$ cat config.mk
export PLATFORM = sky130hd
export DESIGN_NAME = one_wire_temperature_reader
export DESIGN_NICKNAME = d
export VERILOG_FILES = /design/src/sv/owtr_pkg.sv /design/src/sv/one_wire_temperature_reader.sv
export VERILOG_INCLUDE_DIRS = /design/src /design/src/sv
export SDC_FILE = /design/constraint.sdc
export NUM_CORES = 1
export LEC_CHECK = 0
export BUFFER_PORTS_ARGS = -buffer_cell sky130_fd_sc_hd__buf_4
export CAP_MARGIN = 20
export CORE_ASPECT_RATIO = 1.4
export CORE_UTILIZATION = 60
export CTS_BUF_LIST = sky130_fd_sc_hd__clkbuf_16
export CTS_CLUSTER_SIZE = 12
export DETAILED_ROUTE_END_ITERATION = 10
export PLACE_DENSITY = 0.77
export SETUP_SLACK_MARGIN = 0.3
export SLEW_MARGIN = 40
export SYNTH_ARGS = -nofsm -noshare
export SYNTH_HDL_FRONTEND = slang
export SYNTH_SLANG_ARGS = --single-unit
$ cat constraint.sdc
create_clock -name aclk -period 9.45 [get_ports aclk]
set_input_delay 2.3625 -clock aclk [delete_from_list [all_inputs] [get_ports aclk]]
set_output_delay 2.3625 -clock aclk [all_outputs]
set_load 0.005 [all_outputs]
$ cat src/sv/one_wire_temperature_reader_defines.svh
// Assertion helpers used by the RTL file of the one-wire temperature reader.
`ifndef ONE_WIRE_TEMPERATURE_READER_DEFINES_SVH
`define ONE_WIRE_TEMPERATURE_READER_DEFINES_SVH

// Checks that the consequent holds in the same cycle as the antecedent.
`define OWTR_ASSERT_SAME(lbl, ante, cons, msg) \
    lbl: assert property (@(posedge aclk) disable iff (!aresetn) (ante) |-> (cons)) \
        else $error(msg);

// Checks that the consequent holds in the cycle after the antecedent.
`define OWTR_ASSERT_NEXT(lbl, ante, cons, msg) \
    lbl: assert property (@(posedge aclk) disable iff (!aresetn) (ante) |=> (cons)) \
        else $error(msg);

`endif

$ cat src/sv/owtr_pkg.sv
package owtr_pkg;

    typedef enum logic [4:0] {
        PH_IDLE    = 5'd0,
        PH_R1_LOW  = 5'd1,
        PH_R1_REL  = 5'd2,
        PH_R1_TAIL = 5'd3,
        PH_W_SKIP1 = 5'd4,
        PH_W_CONV  = 5'd5,
        PH_POLL    = 5'd6,
        PH_R2_LOW  = 5'd7,
        PH_R2_REL  = 5'd8,
        PH_R2_TAIL = 5'd9,
        PH_W_SKIP2 = 5'd10,
        PH_W_RPAD  = 5'd11,
        PH_RD0     = 5'd12,
        PH_RD1     = 5'd13,
        PH_R3_LOW  = 5'd14,
        PH_R3_REL  = 5'd15,
        PH_R3_TAIL = 5'd16
    } phase_t;

    localparam int CFG_IDX_W  = 3;
    localparam int CFG_DATA_W = 10;
    localparam int S_DATA_W   = 8;
    localparam int M_DATA_W   = 24;

    typedef logic [CFG_IDX_W-1:0] cfg_idx_t;

    localparam cfg_idx_t CFG_RESET_LOW   = 3'd0;
    localparam cfg_idx_t CFG_PRES_SAMPLE = 3'd1;
    localparam cfg_idx_t CFG_RESET_TAIL  = 3'd2;
    localparam cfg_idx_t CFG_SLOT        = 3'd3;
    localparam cfg_idx_t CFG_READ_SAMPLE = 3'd4;
    localparam cfg_idx_t CFG_SKIP_ROM    = 3'd5;
    localparam cfg_idx_t CFG_CONVERT     = 3'd6;
    localparam cfg_idx_t CFG_READ_PAD    = 3'd7;

endpackage

$ cat src/sv/one_wire_temperature_reader.sv
// Channel | Direction | Contents (lowest bit first)
// s_      | in        | s_tdata: action, line_in, zero fill to 8 bits
// m_      | out       | m_tdata: drive_low, busy_res, done_res, no_presence,
//         |           |          temperature_raw[15:0], zero fill to 24 bits
// cfg_    | in        | cfg_index: register number, cfg_data: register value
//
// Each input transfer is one microsecond tick and yields one result transfer
// in the next cycle; a new tick can be taken every cycle while m_tready is high.
// The sequencer state and the timing counter advance once per accepted tick.
// Reset (aresetn low at a clock edge) returns the sequencer to idle and loads
// the default timing and command registers. A stalled result holds its data
// and blocks further ticks until it is taken.
`include "one_wire_temperature_reader_defines.svh"

module one_wire_temperature_reader (
    input  logic                               aclk,
    input  logic                               aresetn,
    input  logic                               s_tvalid,
    output logic                               s_tready,
    input  logic [owtr_pkg::S_DATA_W-1:0]      s_tdata,   // action, line_in
    output logic                               m_tvalid,
    input  logic                               m_tready,
    // drive_low, busy_res, done_res, no_presence, temperature_raw
    output logic [owtr_pkg::M_DATA_W-1:0]      m_tdata,
    input  logic                               cfg_valid,
    output logic                               cfg_ready,
    input  logic [owtr_pkg::CFG_IDX_W-1:0]     cfg_index,
    input  logic [owtr_pkg::CFG_DATA_W-1:0]    cfg_data
);
    import owtr_pkg::*;

    logic [9:0]  reset_low_reg, pres_sample_reg, reset_tail_reg;
    logic [7:0]  slot_reg;
    logic [3:0]  read_sample_reg;
    logic [7:0]  skip_rom_reg, convert_reg, read_pad_reg;

    phase_t      phase_reg, phase_next;
    logic [9:0]  tick_reg, tick_next;
    logic [2:0]  bit_reg, bit_next;
    logic [7:0]  shift_reg, shift_next;
    logic [7:0]  low_byte_reg, low_byte_next;
    logic [15:0] temp_reg, temp_next;
    logic        presence_reg, presence_next;

    logic        m_tvalid_reg;
    logic [M_DATA_W-1:0] m_tdata_reg;

    logic        s_accept;
    logic        action, line_in;
    logic        starting;
    phase_t      cur_phase;
    logic [9:0]  cur_tick;
    logic [2:0]  cur_bit;
    logic [10:0] tick_plus, dur;
    logic        part_end;
    logic [4:0]  sample_tick;
    logic [7:0]  read_span;
    logic        sample_now;
    logic [7:0]  shift_sampled;
    logic        drive_low, busy_res, done_res;

    assign s_accept  = s_tvalid && s_tready;
    assign s_tready  = !m_tvalid_reg || m_tready;
    assign cfg_ready = 1'b1;
    assign m_tvalid  = m_tvalid_reg;
    assign m_tdata   = m_tdata_reg;
    assign action    = s_tdata[0];
    assign line_in   = s_tdata[1];

    always_ff @(posedge aclk) begin
        if (!aresetn) begin
            reset_low_reg   <= 10'd480;
            pres_sample_reg <= 10'd60;
            reset_tail_reg  <= 10'd420;
            slot_reg        <= 8'd60;
            read_sample_reg <= 4'd14;
            skip_rom_reg    <= 8'd204;
            convert_reg     <= 8'd68;
            read_pad_reg    <= 8'd190;
        end else if (cfg_valid && cfg_ready) begin
            unique case (cfg_index)
                CFG_RESET_LOW:   reset_low_reg   <= cfg_data;
                CFG_PRES_SAMPLE: pres_sample_reg <= cfg_data;
                CFG_RESET_TAIL:  reset_tail_reg  <= cfg_data;
                CFG_SLOT:        slot_reg        <= cfg_data[7:0];
                CFG_READ_SAMPLE: read_sample_reg <= cfg_data[3:0];
                CFG_SKIP_ROM:    skip_rom_reg    <= cfg_data[7:0];
                CFG_CONVERT:     convert_reg     <= cfg_data[7:0];
                CFG_READ_PAD:    read_pad_reg    <= cfg_data[7:0];
                default: ;
            endcase
        end
    end

    assign starting  = (phase_reg == PH_IDLE) && action;
    assign cur_tick  = starting ? 10'd0 : tick_reg;
    assign cur_bit   = starting ? 3'd0 : bit_reg;
    assign tick_plus = {1'b0, cur_tick} + 11'd1;

    always_comb begin
        cur_phase = PH_IDLE;
        unique case (phase_reg)
            PH_IDLE: cur_phase = action ? PH_R1_LOW : PH_IDLE;
            PH_R1_LOW, PH_R1_REL, PH_R1_TAIL, PH_W_SKIP1, PH_W_CONV, PH_POLL,
            PH_R2_LOW, PH_R2_REL, PH_R2_TAIL, PH_W_SKIP2, PH_W_RPAD, PH_RD0,
            PH_RD1, PH_R3_LOW, PH_R3_REL, PH_R3_TAIL: cur_phase = phase_reg;
            default: cur_phase = PH_IDLE;
        endcase
    end

    assign sample_tick = {1'b0, read_sample_reg} + 5'd1;
    assign read_span   = (slot_reg < {3'b0, sample_tick}) ? {3'b0, sample_tick} : slot_reg;
    assign sample_now  = (cur_tick == {5'b0, sample_tick});
    assign shift_sampled = sample_now ? {line_in, shift_reg[7:1]} : shift_reg;

    // Length of the current part of the sequence; a zero register counts as one tick.
    always_comb begin
        dur = 11'd1;
        unique case (cur_phase) inside
            PH_R1_LOW, PH_R2_LOW, PH_R3_LOW:
                dur = (reset_low_reg == 10'd0) ? 11'd1 : {1'b0, reset_low_reg};
            PH_R1_REL, PH_R2_REL, PH_R3_REL:
                dur = {1'b0, pres_sample_reg} + 11'd1;
            PH_R1_TAIL, PH_R2_TAIL, PH_R3_TAIL:
                dur = (reset_tail_reg == 10'd0) ? 11'd1 : {1'b0, reset_tail_reg};
            PH_W_SKIP1, PH_W_CONV, PH_W_SKIP2, PH_W_RPAD:
                dur = {3'b0, slot_reg} + 11'd1;
            PH_POLL, PH_RD0, PH_RD1:
                dur = {3'b0, read_span} + 11'd1;
            default: dur = 11'd1;
        endcase
    end

    assign part_end = (tick_plus >= dur);

    // Next state of the sequencer and its datapath.
    always_comb begin
        phase_next    = cur_phase;
        tick_next     = part_end ? 10'd0 : tick_plus[9:0];
        bit_next      = cur_bit;
        shift_next    = shift_reg;
        low_byte_next = low_byte_reg;
        temp_next     = temp_reg;
        presence_next = presence_reg;
        unique case (cur_phase) inside
            PH_IDLE: begin
                tick_next = tick_reg;
                bit_next  = bit_reg;
            end
            PH_R1_LOW, PH_R2_LOW, PH_R3_LOW,
            PH_R1_TAIL, PH_R2_TAIL: begin
                if (part_end) begin
                    phase_next = phase_t'(cur_phase + 5'd1);
                end
            end
            PH_R3_TAIL: begin
                if (part_end) begin
                    phase_next = PH_IDLE;
                end
            end
            PH_R1_REL, PH_R2_REL, PH_R3_REL: begin
                if (part_end) begin
                    presence_next = line_in;
                    phase_next    = phase_t'(cur_phase + 5'd1);
                end
            end
            PH_W_SKIP1, PH_W_CONV, PH_W_SKIP2, PH_W_RPAD: begin
                if (part_end) begin
                    shift_next = {1'b0, shift_reg[7:1]};
                    if (cur_bit == 3'd7) begin
                        phase_next = phase_t'(cur_phase + 5'd1);
                    end else begin
                        bit_next = cur_bit + 3'd1;
                    end
                end
            end
            PH_POLL: begin
                shift_next = shift_sampled;
                if (part_end && shift_sampled[7]) begin
                    phase_next = PH_R2_LOW;
                end
            end
            PH_RD0, PH_RD1: begin
                shift_next = shift_sampled;
                if (part_end) begin
                    if (cur_bit == 3'd7) begin
                        if (cur_phase == PH_RD0) begin
                            low_byte_next = shift_sampled;
                        end else begin
                            temp_next = {shift_sampled, low_byte_reg};
                        end
                        phase_next = phase_t'(cur_phase + 5'd1);
                    end else begin
                        bit_next = cur_bit + 3'd1;
                    end
                end
            end
            default: phase_next = PH_IDLE;
        endcase
        if (phase_next != cur_phase) begin
            tick_next = 10'd0;
            bit_next  = 3'd0;
            if (phase_next == PH_W_SKIP1 || phase_next == PH_W_SKIP2) begin
                shift_next = skip_rom_reg;
            end else if (phase_next == PH_W_CONV) begin
                shift_next = convert_reg;
            end else if (phase_next == PH_W_RPAD) begin
                shift_next = read_pad_reg;
            end
        end
    end

    // Line drive and status flags for the current tick.
    always_comb begin
        drive_low = 1'b0;
        busy_res  = (cur_phase != PH_IDLE);
        done_res  = (cur_phase == PH_R3_TAIL) && part_end;
        unique case (cur_phase) inside
            PH_R1_LOW, PH_R2_LOW, PH_R3_LOW:
                drive_low = 1'b1;
            PH_W_SKIP1, PH_W_CONV, PH_W_SKIP2, PH_W_RPAD:
                drive_low = (cur_tick == 10'd0) ? 1'b1 : !shift_reg[0];
            PH_POLL, PH_RD0, PH_RD1:
                drive_low = (cur_tick == 10'd0);
            default: drive_low = 1'b0;
        endcase
    end

    always_ff @(posedge aclk) begin
        if (!aresetn) begin
            phase_reg    <= PH_IDLE;
            tick_reg     <= 10'd0;
            bit_reg      <= 3'd0;
            shift_reg    <= 8'd0;
            low_byte_reg <= 8'd0;
            temp_reg     <= 16'd0;
            presence_reg <= 1'b0;
            m_tvalid_reg <= 1'b0;
        end else begin
            if (s_accept) begin
                phase_reg    <= phase_next;
                tick_reg     <= tick_next;
                bit_reg      <= bit_next;
                shift_reg    <= shift_next;
                low_byte_reg <= low_byte_next;
                temp_reg     <= temp_next;
                presence_reg <= presence_next;
                m_tvalid_reg <= 1'b1;
            end else if (m_tready) begin
                m_tvalid_reg <= 1'b0;
            end
        end
    end

    always_ff @(posedge aclk) begin
        if (s_accept) begin
            m_tdata_reg <= {4'b0, temp_next, presence_next, done_res, busy_res, drive_low};
        end
    end

    `OWTR_ASSERT_NEXT(a_result_follows, s_accept, m_tvalid, "accepted tick gave no result")
    `OWTR_ASSERT_SAME(a_idle_counters, phase_reg == PH_IDLE,
        tick_reg == 10'd0 && bit_reg == 3'd0, "idle sequencer holds stale counters")
    `OWTR_ASSERT_NEXT(a_done_to_idle, s_accept && done_res,
        phase_reg == PH_IDLE && m_tdata[2] && m_tdata[1], "completion did not return to idle")
    `OWTR_ASSERT_SAME(a_done_busy, m_tvalid && m_tdata[2], m_tdata[1],
        "completion flagged outside a running sequence")

endmodule

=== Word level (Yosys, flattened, before mapping) ===
Index checks and enable logic that the tools add are counted.

* $lt $le $gt $ge: 2
* Mux-type cells: 38
* $add $sub $neg: 7
* Eq/ne operators: 47
* Reduce and logical (&&, ||, !) cells: 35

{| class="wikitable"
|+ Operators by type and width
! kind !! count
|-
| $eq A5 B4 Y1 const B || 18
|-
| $mux W16 || 4
|-
| $mux W10 || 6
|-
| $mux W8 || 7
|-
| $pmux W11 S5 || 1
|-
| $eq A5 B3 Y1 const B || 10
|-
| $logic_not A10 Y1 || 3
|-
| $mux W5 || 5
|-
| $pmux W5 S5 || 1
|-
| $add A10 B1 Y11 const B || 2
|-
| $eq A5 B2 Y1 const B || 4
|-
| $add A8 B1 Y9 const B || 2
|-
| $reduce_and A2 Y1 || 9
|-
| $pmux W8 S2 || 1
|-
| $reduce_or A16 Y1 || 1
|-
| $eq A3 B3 Y1 const B || 5
|-
| $mux W3 || 4
|-
| $reduce_or A3 Y1 || 4
|-
| $ge A11 B11 Y1 || 1
|-
| $eq A10 B5 Y1 || 1
|-
| $eq A5 B1 Y1 const B || 2
|-
| $eq A5 B5 Y1 const B || 2
|-
| $logic_not A5 Y1 || 2
|-
| $pmux W5 S2 || 1
|-
| other kinds (22) || 33
|}

* Bits in registers: 138
* Input bits: 26
* Word-level logic and storage cells: 146

=== Depth between registers and ports, before layout ===
Gate-level depths: netlist (run 1).

* Depth in word-level cells: 15
* Gate-level depth with buffers: 32

=== Worst setup path after synthesis (run 1) ===
OpenSTA, ideal clock, no wires.

* Kind: input port to flip-flop
* From: input s_tdata[0] in the netlist's numbering
* To: register shift_reg[0]
* Setup slack: 1.186 ns
* Path buffers: 2
* Cell stages on the path: 29
* Arrival time: 8.146 ns
* Cell sequence: nor4b_4 o21bai_1 inv_1 ha_1 clkbuf_1 nor2_1 a211oi_1 nand3_1 mux2i_1 inv_1 ha_1 nand3_1 xnor2_1 o21ai_0 a31oi_1 ha_1 and4_1 o21ai_0 o2111ai_2 and2_1 inv_2 ha_1 o221ai_1 or3_1 xnor2_2 or2_1 buf_6 a311o_1 a32o_1

* Cells in the longest elaborated chain, start to end: 14
* Elaborated cells between the ends (all ways): 55
* Those cells by class: add/sub (2); order compare (1); eq/ne (23); mux (18); reduce/logical (11)

{| class="wikitable"
|+ Ends and longest elaborated chain
! what !! line !! source
|-
| from (decl) || one_wire_temperature_reader.sv:20 || <nowiki>input logic [owtr_pkg::S_DATA_W-1:0] s_tdata,</nowiki>
|-
| $mux W1 || one_wire_temperature_reader.sv:103 || <nowiki>PH_IDLE: cur_phase = action ? PH_R1_LOW : PH_IDLE;</nowiki>
|-
| $pmux W5 S2 || one_wire_temperature_reader.sv:102 || <nowiki>unique case (phase_reg)</nowiki>
|-
| $eq A5 B3 Y1 (no line), or another cell as far along || n/a ||
|-
| $reduce_or A4 Y1, or another cell as far along || one_wire_temperature_reader.sv:119, one_wire_temperature_reader.sv:145 ||
|-
| $pmux W11 S5 || one_wire_temperature_reader.sv:119 || <nowiki>unique case (cur_phase) inside</nowiki>
|-
| $ge A11 B11 Y1 || one_wire_temperature_reader.sv:134 || <nowiki>assign part_end = (tick_plus >= dur);</nowiki>
|-
| $logic_and A1 B1 Y1 || one_wire_temperature_reader.sv:179 || <nowiki>if (part_end && shift_sampled[7]) begin</nowiki>
|-
| $mux W5 || one_wire_temperature_reader.sv:179 ||
|-
| $pmux W5 S5 || one_wire_temperature_reader.sv:145 || <nowiki>unique case (cur_phase) inside</nowiki>
|-
| $eq A5 B4 Y1 || one_wire_temperature_reader.sv:207 || <nowiki>end else if (phase_next == PH_W_RPAD) begin</nowiki>
|-
| $mux W8 || one_wire_temperature_reader.sv:207 ||
|-
| $mux W8 || one_wire_temperature_reader.sv:205 || <nowiki>end else if (phase_next == PH_W_CONV) begin</nowiki>
|-
| $mux W8 || one_wire_temperature_reader.sv:203 || <nowiki>if (phase_next == PH_W_SKIP1 || phase_next == PH_W_SKIP2) begin</nowiki>
|-
| $mux W8 (*) || one_wire_temperature_reader.sv:200 || <nowiki>if (phase_next != cur_phase) begin</nowiki>
|-
| to (signal assigned) || one_wire_temperature_reader.sv:244 || <nowiki>shift_reg <= shift_next;</nowiki>
|-
| to (decl) || one_wire_temperature_reader.sv:40 || <nowiki>logic [7:0] shift_reg, shift_next;</nowiki>
|}

Every way passes the cells marked *; elsewhere a longest branch is shown, timed or not.
A chain may end at the register's enable or synchronous reset.

=== Final worst setup path (run 1) ===
* From: input s_tdata[0] in the netlist's numbering
* To: register tick_reg[4]

* Cells in the longest elaborated chain, start to end: 12
* Elaborated cells between the ends (all ways): 49
* Those cells by class: add/sub (2); order compare (1); eq/ne (20); mux (15); reduce/logical (11)

{| class="wikitable"
|+ Ends and longest elaborated chain
! what !! line !! source
|-
| $mux W1 || one_wire_temperature_reader.sv:103 ||
|-
| $pmux W5 S2 || one_wire_temperature_reader.sv:102 ||
|-
| $eq A5 B3 Y1 (no line), or another cell as far along || n/a ||
|-
| $reduce_or A4 Y1, or another cell as far along || one_wire_temperature_reader.sv:119, one_wire_temperature_reader.sv:145 ||
|-
| $pmux W11 S5 || one_wire_temperature_reader.sv:119 ||
|-
| $ge A11 B11 Y1 || one_wire_temperature_reader.sv:134 ||
|-
| $logic_and A1 B1 Y1 || one_wire_temperature_reader.sv:179 ||
|-
| $mux W5 || one_wire_temperature_reader.sv:179 ||
|-
| $pmux W5 S5 || one_wire_temperature_reader.sv:145 ||
|-
| $ne A5 B5 Y1 || one_wire_temperature_reader.sv:200 ||
|-
| $ne A2 B1 Y1 (no line) || n/a ||
|-
| $reduce_and A2 Y1 (no line) || n/a ||
|-
| to (signal assigned) || one_wire_temperature_reader.sv:242 || <nowiki>tick_reg <= tick_next;</nowiki>
|-
| to (decl) || one_wire_temperature_reader.sv:38 || <nowiki>logic [9:0] tick_reg, tick_next;</nowiki>
|}

Several ways; a longest one is shown, not always the timed one. The select of a mux whose other input is x is not followed.

==> flow_summary.ini, run 1 <==
[sta]
rsz0062_at_grt = no
slew_headroom = 0.4909
tns_ns = 0
period_share = 0.9146
hold_viol_final = 0
worst_slack_ns = 0.8072
period_needed_ns = 8.643
tightest_slew_ns = 0.7608
slew_violations = 0
max_freq_ghz = 0.1157
setup_violations = 0
skew_ns = 0.009116

[worst_hold_path]
hold_class = reg2reg
whs_path_depth = 2
min_to = bit_reg[1]
min_from = bit_reg[1]

[routing]
dr.pass1.iters = 6
ant_nets = 0
routedWlPerCell_microns = 18.18
vias_per_cell = 6.222
wirelength_mm = 21.35
vias = 7305
drt-initial-drc-count = 368
drc = 0

[clocking]
post-cts-setup-buffer-count = 0
cts.sink_count = 138
cts_resized = 0
htree_levels = 4
holdBufCountCts = 0
cts_tree = done
cts_buffers = 17
clock_path_buffers = 2
clkLatencyLatePin_ns = 0.42
path_clk_slew_ns = 0.06
cts_root_buffer = clkbuf_16

[logic_synthesis]
ys_top_cells_by_count = nand2_1 (182), dfxtp_1 (118), nor2_1 (62)
avgSynthCellArea_sq_um = 8.329
synthMuxAreaShare = 0.07019
synth.top_cells.by_area = dfxtp_1 (30%), nand2_1 (8.5%), edfxtp_1 (7.5%), mux2_2 (4.6%), ha_1 (4.2%)
yosys.area_share.adder = 0.04221
yosysMostFrequentCell = nand2_1
synth-seq-cells = 138
yosys_warnings = 0
synth_top_family_by_area = simple AND/OR/NAND/NOR gates
synth_cell_types = 81
synthSimpleGateAreaFrac = 0.2532
postSynth.asyncResetShare = 0
yosysTopAreaCellShare = 0.2951
synth_area_leader_cell = dfxtp_1
synthXorXnorAreaFrac = 0.03377
synthesis.area_sq_um = 8004
synth_compound_area_frac = 0.1829
synth_edf_count = 20
dominantRegCellSynth = dfxtp_1
ys_seq_area_frac = 0.3702
syn_inst = 961

[die]
die_x_microns = 99.62
die-area_sq_um = 13810
core_sq_um = 12940
io_pins = 53
rows = 49
die_h_microns = 138.7
start_util = 0.6187

[placement]
gp_congestion = 0.9736
dpl_worst_slack_ns = 0.5289
dp_hpwl_mm = 14.89
io_buffers = 41

[pwr]
p_leak_nw = 3.584
total_power_w = 0.001566
vdd.ir_drop.worst_mv = 0.1244
power_per_cell_area_nw_per_um2 = 174.0

[critical_path]
worst-path-buf-inv = 4
slowest_stage = or4b_1
cp-start-kind = input pin
cp_data_arrival_time_ns = 8.95
cpMostUsedCell = buf_4
r2r_end = tick_reg[4]
cp.required_ns = 9.76
cp-end-kind = flop
path_max_fanout = 10
critPathTopFamily = simple AND/OR/NAND/NOR gates
ff2ff_setup_slack_ns = 2.12
reg2reg_from = phase_reg[3]
critical-path-max-stage-delay_ns = 0.70
r2r_cells = 25
critPathKind = in2reg

[global_routing]
grt_max_degree = 75
grt_pass1_wl_mm = 34.41
antenna_found_initial = 0
grt_overflow_total = 0
first_global_vias = 6883
track_usage = 0.3150

[flow_run]
cap_violations = 0

[status]
status = complete, no violations

[final_layout]
largest_reg_flops = 20
antenna_cells = 0
nets = 1037
final_util = 0.6956
drive_gt1_frac = 0.1426
syn_to_final_growth_pct = 12.43
[per-stage QoR]
| stage | hold slack, ns | cell area [sq um] | cells |
|---|---|---|---|
| floorplan | 0.4317 | 8015 | 964 |
| global placement | 0.4378 | 8428 | 1143 |
| detailed placement | 0.4433 | 8447 | 1143 |
| CTS | 0.4513 | 8990 | 1174 |
| global route | 0.4769 | 8999 | 1174 |
| finish | 0.4473 | 8999 | 1174 |
[layer usage]
layer  vias up  track usage  routed length (microns)
met3        69      0.04385                     1081
met1      3461       0.3608                     8563
met2       274       0.5577                    10800
li1       3501            -                        -
met5         -            0                        0
met4         0       0.1726                      903
[worst min-delay path: cells and delay by family (launching register included)]
family,cells,cell delay (ns)
AND/OR/NAND/NOR,1,0.05
flip-flops,1,0.30
AO/OA/AOI/OAI,1,0.05
[worst max path at each step]
stage	cells after the start	slack (ns)	to	from
after CTS	26	0.94	tick_reg[7]	s_tdata[0]
after detailed placement	26	0.53	tick_reg[7]	s_tdata[0]
after floorplan	29	1.19	shift_reg[0]	s_tdata[0]
final	26	0.81	tick_reg[4]	s_tdata[0]
after global placement	27	0.44	shift_reg[2]	s_tdata[0]
after global routing	27	0.40	shift_reg[7]	s_tdata[0]
[where the power goes]
part | internal (W) | leakage (nW) | switching, W
Clock | 0.000352 | 0.270 | 0.000269
Sequential | 0.000621 | 1.16 | 0.0000249
Combinational | 0.000118 | 2.15 | 0.000180
[cell usage in the layout, fill, tap and decap left out, drive strengths merged, types with 27 or more instances in the layout]
master / Yosys / routed
nand3: 54 / 54
buf: 20 / 61
nand2: 182 / 182
inv: 23 / 31
nor2: 63 / 63
ha: 27 / 27
o21ai: 32 / 32
a21oi: 52 / 52
mux2: 33 / 33
dfxtp: 118 / 118
[area by class of cell]
type	count	area (sq um)
multi-input combinational	743	4713
inverter	23	86.33
clock buffer	18	450.4
sequential	138	2963
timing repair buffer	61	470.5
tap	178	222.7
clock inverter	13	92.59
fill	1087	3938
[kinds of logic after synthesis]
logic type	after synthesis
compound gates	208
xor+xnor	30
fa+ha+maj	27
buf+inv	83
flops	138
mux	52
other cells	2
simple gates	421
Note: power is estimated with default switching activity, not from simulation.
==> run 2, diff against run 1 <==
--- a/config.mk
+++ b/config.mk
@@ -9,11 +9,12 @@
 export BUFFER_PORTS_ARGS = -buffer_cell sky130_fd_sc_hd__buf_4
 export CAP_MARGIN = 20
 export CORE_ASPECT_RATIO = 1.4
-export CORE_UTILIZATION = 60
+export CORE_UTILIZATION = 55
 export CTS_BUF_LIST = sky130_fd_sc_hd__clkbuf_16
 export CTS_CLUSTER_SIZE = 12
 export DETAILED_ROUTE_END_ITERATION = 10
-export PLACE_DENSITY = 0.77
+export GPL_ROUTABILITY_DRIVEN = 0
+export PLACE_DENSITY = 0.74
 export SETUP_SLACK_MARGIN = 0.3
 export SLEW_MARGIN = 40
 export SYNTH_ARGS = -nofsm -noshare
==> constraint.sdc (replaced) <==
create_clock -name aclk -period 7.1 [get_ports aclk]
set_input_delay 1.775 -clock aclk [delete_from_list [all_inputs] [get_ports aclk]]
set_output_delay 1.775 -clock aclk [all_outputs]
set_load 0.005 [all_outputs]
==> flow_summary.ini, run 2 (same netlist as run 1, synthesis figures left out) <==
[status]
status = complete, no violations

[routing]
drt-initial-drc-count = 551
vias = 7446
wirelength_mm = 21.84
routedWlPerCell_microns = 17.83
vias_per_cell = 6.078
ant_nets = 0
drc = 0
dr.pass1.iters = 6

[placement]
dp_hpwl_mm = 15.17
placed_area_sq_um = 8798
io_buffers = 41

[die]
start_util = 0.5701
core_sq_um = 14040
die_h_microns = 144.7
die-area_sq_um = 15050
die_x_microns = 104.0
rows = 51
io_pins = 53

[final_layout]
drive_gt1_frac = 0.2115
antenna_cells = 0
final_common_cell = nand2_1
syn_to_final_growth_pct = 19.59
fin_area_sq_um = 9572
final_cell_mix = nand2_1 (181), dfxtp_1 (118), buf_4 (97)
nets = 1080
fill_cells = 1168
largest_reg_flops = 20

[global_routing]
first_global_vias = 6968
antenna_found_initial = 0
grt_pass1_wl_mm = 34.81
grt_max_degree = 75
grt_overflow_total = 0
track_usage = 0.2905

[sta]
slew_headroom = 0.4494
rsz0062_at_grt = yes
hold_viol_final = 0
skew_ns = 0.009850
hold_ws_ns = 0.4501
period_needed_ns = 6.686
slew_violations = 0
tightest_slew_ns = 0.8196
setup_violations = 0
tns_ns = 0
max_freq_ghz = 0.1496
period_share = 0.9417

[critical_path]
cpMostUsedCell = buf_4
path_max_fanout = 6
reg2reg_from = read_sample_reg[0]
cp-start-kind = input pin
worstSetupStartpoint = s_tdata[0]
r2r_cells = 28
critPathCapture = shift_reg[5]
critPathKind = in2reg
cp-end-kind = flop
cp.required_ns = 7.40
critPathTopFamily = simple AND/OR/NAND/NOR gates
r2r_end = shift_reg[5]
ff2ff_setup_slack_ns = 0.87
cp_data_arrival_time_ns = 6.99
slowest_stage = or4_4
worst-path-stages = 29
critical-path-max-stage-delay_ns = 0.50
worst-path-buf-inv = 6

[pwr]
vdd.ir_drop.worst_mv = 0.2102
p_leak_nw = 3.834
power_per_cell_area_nw_per_um2 = 230.1

[clocking]
holdBufCountCts = 0
cts_buffers = 17
htree_levels = 4
clock_path_buffers = 2
cts_tree = done
cts.sink_count = 138
clkLatencyLatePin_ns = 0.42
path_clk_slew_ns = 0.06
cts_root_buffer = clkbuf_16

[worst_hold_path]
hold_class = reg2reg

[flow_run]
cap_violations = 0
==> run 2: cell types whose count changed in the layout (fill, tap and decap cells not counted), sizes merged <==
cell,delta
and2,+1
buf,+41
bufinv,+1
clkbuf,-1
clkinv,+1
o21a,+1
==> run 2: repair_timing <==
| item | CTS | global route |
|---|---|---|
| gates resized for setup | 1 | 28 |
| setup endpoints to repair | 10 | 21 |
| pin swaps | 0 | 23 |
| setup buffers | 0 | 8 |
| hold endpoints to repair | 0 | 0 |
| cloned | 0 | 2 |
==> run 2: how the worst min path moves through the flow <==
stage / start / to / slack, ns / cells after the start
3_3_place_gp: temp_reg[15] / temp_reg[15] / 0.44 / 2
6_report: bit_reg[1] / bit_reg[1] / 0.45 / 2
5_1_grt: skip_rom_reg[0] / skip_rom_reg[0] / 0.48 / 2
4_1_cts: bit_reg[1] / bit_reg[1] / 0.45 / 2
3_5_place_dp: bit_reg[1] / bit_reg[1] / 0.44 / 2
2_1_floorplan: bit_reg[1] / bit_reg[1] / 0.43 / 2
==> run 2: power breakdown <==
group / internal (W) / total [W] / switching [W]
Clock: 0.000497 / 0.000875 / 0.000379
Combinational: 0.000211 / 0.000471 / 0.000260
Sequential: 0.000827 / 0.000857 / 0.0000299
Total: 0.00153 / 0.00220 / 0.000668
==> run 2: worst reg2reg max path: cells and delay by family (launching register included) <==
kind / cells / cell delay, ns
adder cells (fa/ha/maj): 4 / 0.98
XOR/XNOR: 3 / 0.63
flip-flops: 1 / 0.44
AND/OR/NAND/NOR: 7 / 1.88
buffers and inverters: 4 / 0.50
multiplexers: 1 / 0.26
AO/OA/AOI/OAI: 9 / 1.44
==> run 2: stage by stage <==
step	total power, W	util	std cells	setup slack (ns)
finish	0.002203	0.6818	1225	0.4140
global route	0.002286	0.6818	1225	0.2106
CTS	0.002169	0.6684	1215	0.3089
detailed placement	0.001300	0.6267	1183	-0.1660
global placement	0.001295	0.6264	1183	-0.1260
floorplan	0.001159	-	964	0.02772
==> run 2: per-layer routing <==
metal  up-vias  track usage  part of all wire
li1       3590            -                 -
met1      3483       0.3412              0.41
met2       303       0.5249              0.50
met3        70      0.04478             0.055
met4         0       0.1301             0.038
met5         -            0                 0
==> run 2: area by class of cell <==
type / count / area [sq um] / share of cell area
clock buffers: 17 / 425.4 / 0.04444
clock inverters: 15 / 158.9 / 0.01660
inverters: 23 / 88.84 / 0.009281
multi-input cells: 745 / 4911 / 0.5131
flip-flops and latches: 138 / 2963 / 0.3095
well taps: 185 / 231.5 / 0.02418
repair buffers: 102 / 793.3 / 0.08288
==> run 3, diff against run 2 <==
--- a/config.mk
+++ b/config.mk
@@ -9,12 +9,12 @@
 export BUFFER_PORTS_ARGS = -buffer_cell sky130_fd_sc_hd__buf_4
 export CAP_MARGIN = 20
 export CORE_ASPECT_RATIO = 1.4
-export CORE_UTILIZATION = 55
+export CORE_UTILIZATION = 60
 export CTS_BUF_LIST = sky130_fd_sc_hd__clkbuf_16
 export CTS_CLUSTER_SIZE = 12
 export DETAILED_ROUTE_END_ITERATION = 10
 export GPL_ROUTABILITY_DRIVEN = 0
-export PLACE_DENSITY = 0.74
+export PLACE_DENSITY = 0.77
 export SETUP_SLACK_MARGIN = 0.3
 export SLEW_MARGIN = 40
 export SYNTH_ARGS = -nofsm -noshare
==> constraint.sdc (replaced) <==
create_clock -name aclk -period 6.7 [get_ports aclk]
set_input_delay 1.675 -clock aclk [delete_from_list [all_inputs] [get_ports aclk]]
set_output_delay 1.675 -clock aclk [all_outputs]
set_load 0.005 [all_outputs]
==> flow_summary.ini, run 3 (same netlist as run 1, synthesis figures left out) <==
[status]
status = complete, no violations

[routing]
vias = 7863
vias_per_cell = 6.280
dr_wl_met2_mm = 12.41
routedWlPerCell_microns = 19.40
drc = 0
dr.pass1.iters = 5
wl_met3_mm = 1.608
highest_layer = met4
wl_met1_mm = 8.953
drt-initial-drc-count = 501
wirelength_mm = 24.29
ant_nets = 0

[critical_path]
worst-path-buf-inv = 8
reg2reg_from = read_sample_reg[0]
cp_data_arrival_time_ns = 7.05
critical-path-max-stage-delay_ns = 0.35
critPathCapture = shift_reg[4]
slowest_stage = a221oi_2
critPathTopFamily = compound AO/OA/AOI/OAI gates
cp.required_ns = 7.07
critPathKind = in2reg
ff2ff_setup_slack_ns = 0.34
cp-start-kind = input pin
worstSetupStartpoint = s_tdata[0]
worst-path-stages = 30
cpMostUsedCell = buf_4
cp-end-kind = flop
r2r_end = shift_reg[4]
r2r_cells = 29
path_max_fanout = 8

[final_layout]
finalNonFillerCells = 1252
final_cell_mix = nand2_1 (182), buf_4 (119), dfxtp_1 (118)
drive_gt1_frac = 0.2570
antenna_cells = 0
largest_reg_flops = 20
final_util = 0.7776
final_common_cell = nand2_1
nets = 1114
syn_to_final_growth_pct = 25.68

[global_routing]
track_usage = 0.3483
grt_max_degree = 75
grt_overflow_total = 0
first_global_vias = 7568
antenna_found_initial = 0
grt_pass1_wl_mm = 37.69

[clocking]
clkLatencyLatePin_ns = 0.43
cts_root_buffer = clkbuf_16
cts_tree = done
htree_levels = 4
path_clk_slew_ns = 0.06
cts.sink_count = 138
cts_buffers = 17
holdBufCountCts = 0
clock_path_buffers = 2

[die]
die_h_microns = 138.7
io_pins = 53
rows = 49
die-area_sq_um = 13810
start_util = 0.6187
core_sq_um = 12940
die_x_microns = 99.62

[pwr]
p_leak_nw = 4.085
power_switching_w = 0.0007652
p_comb_frac = 0.243
cellInternalPower_w = 0.001681
seqPwrFrac = 0.371
power_per_cell_area_nw_per_um2 = 243.2
vdd.ir_drop.worst_mv = 0.1826
p_sw_frac = 0.3128
clockPowerShare = 0.385
total_power_w = 0.002447

[sta]
slew_headroom = 0.4720
period_share = 0.9971
tightest_slew_ns = 0.7891
max_freq_ghz = 0.1497
rsz0062_at_grt = yes
period_needed_ns = 6.680
hold_viol_final = 0
skew_ns = 0.008448
setup_violations = 0
slew_violations = 0

[placement]
dp_hpwl_mm = 15.66
io_buffers = 41
dp.cells = 1196

[flow_run]
cap_violations = 0

[worst_hold_path]
hold_class = reg2reg
-- run 3: tightest hold or removal path, stage by stage, from the launching register on --
cell and delay, ns:
dfxtp_1 0.31, nand2_1 0.05, a21oi_1 0.05
-- run 3: repair_timing --
action,in CTS,in global routing
buffers inserted,14,7
hold endpoints to repair,0,0
setup endpoints to repair,21,21
gates cloned,2,1
pin swaps,17,24
resized for setup,42,32
-- run 3: layer usage --
metal	vias to the layer above	global-route usage
li1	3654	-
met1	3706	0.3869
met2	396	0.6144
met3	107	0.05292
met4	0	0.2190
met5	-	0
-- run 3: layout make-up --
type	count	area [sq um]
timing repair buffer	137	1107
multi-input combinational	744	5089
tap	178	222.7
inverter	23	92.59
clock buffer	17	425.4
clock inverter	15	160.2
sequential	138	2963
fill	865	2877
-- run 3: worst min-delay path by stage --
stage	startpoint	end	slack, ns	cells after the start
after detailed placement	reset_tail_reg[0]	reset_tail_reg[0]	0.45	2
after global routing	read_pad_reg[0]	read_pad_reg[0]	0.48	2
final	reset_tail_reg[0]	reset_tail_reg[0]	0.46	2
after CTS	reset_tail_reg[0]	reset_tail_reg[0]	0.46	2
after floorplan	bit_reg[1]	bit_reg[1]	0.43	2
after global placement	bit_reg[1]	bit_reg[1]	0.44	2
-- run 3: power groups by stage --
stage	Sequential [W]	Combinational, W	Clock, W
6_report	0.000909	0.000595	0.000943
5_1_grt	0.000912	0.000633	0.000983
4_1_cts	0.000907	0.000552	0.000946
3_5_place_dp	0.000925	0.000477	0
3_3_place_gp	0.000924	0.000471	0
2_1_floorplan	0.000915	0.000314	0
-- run 3: metrics by stage --
stage	TNS (ns)	hold WS (ns)	instance area (sq um)	setup WS [ns]
2_1_floorplan	-4.071	0.4317	8200	-0.2723
3_3_place_gp	-7.943	0.4384	8985	-0.4541
3_5_place_dp	-10.36	0.4469	8990	-0.5697
4_1_cts	0	0.4554	9884	0.2074
5_1_grt	-2.019	0.4823	10060	-0.2052
6_report	0	0.4555	10060	0.01957
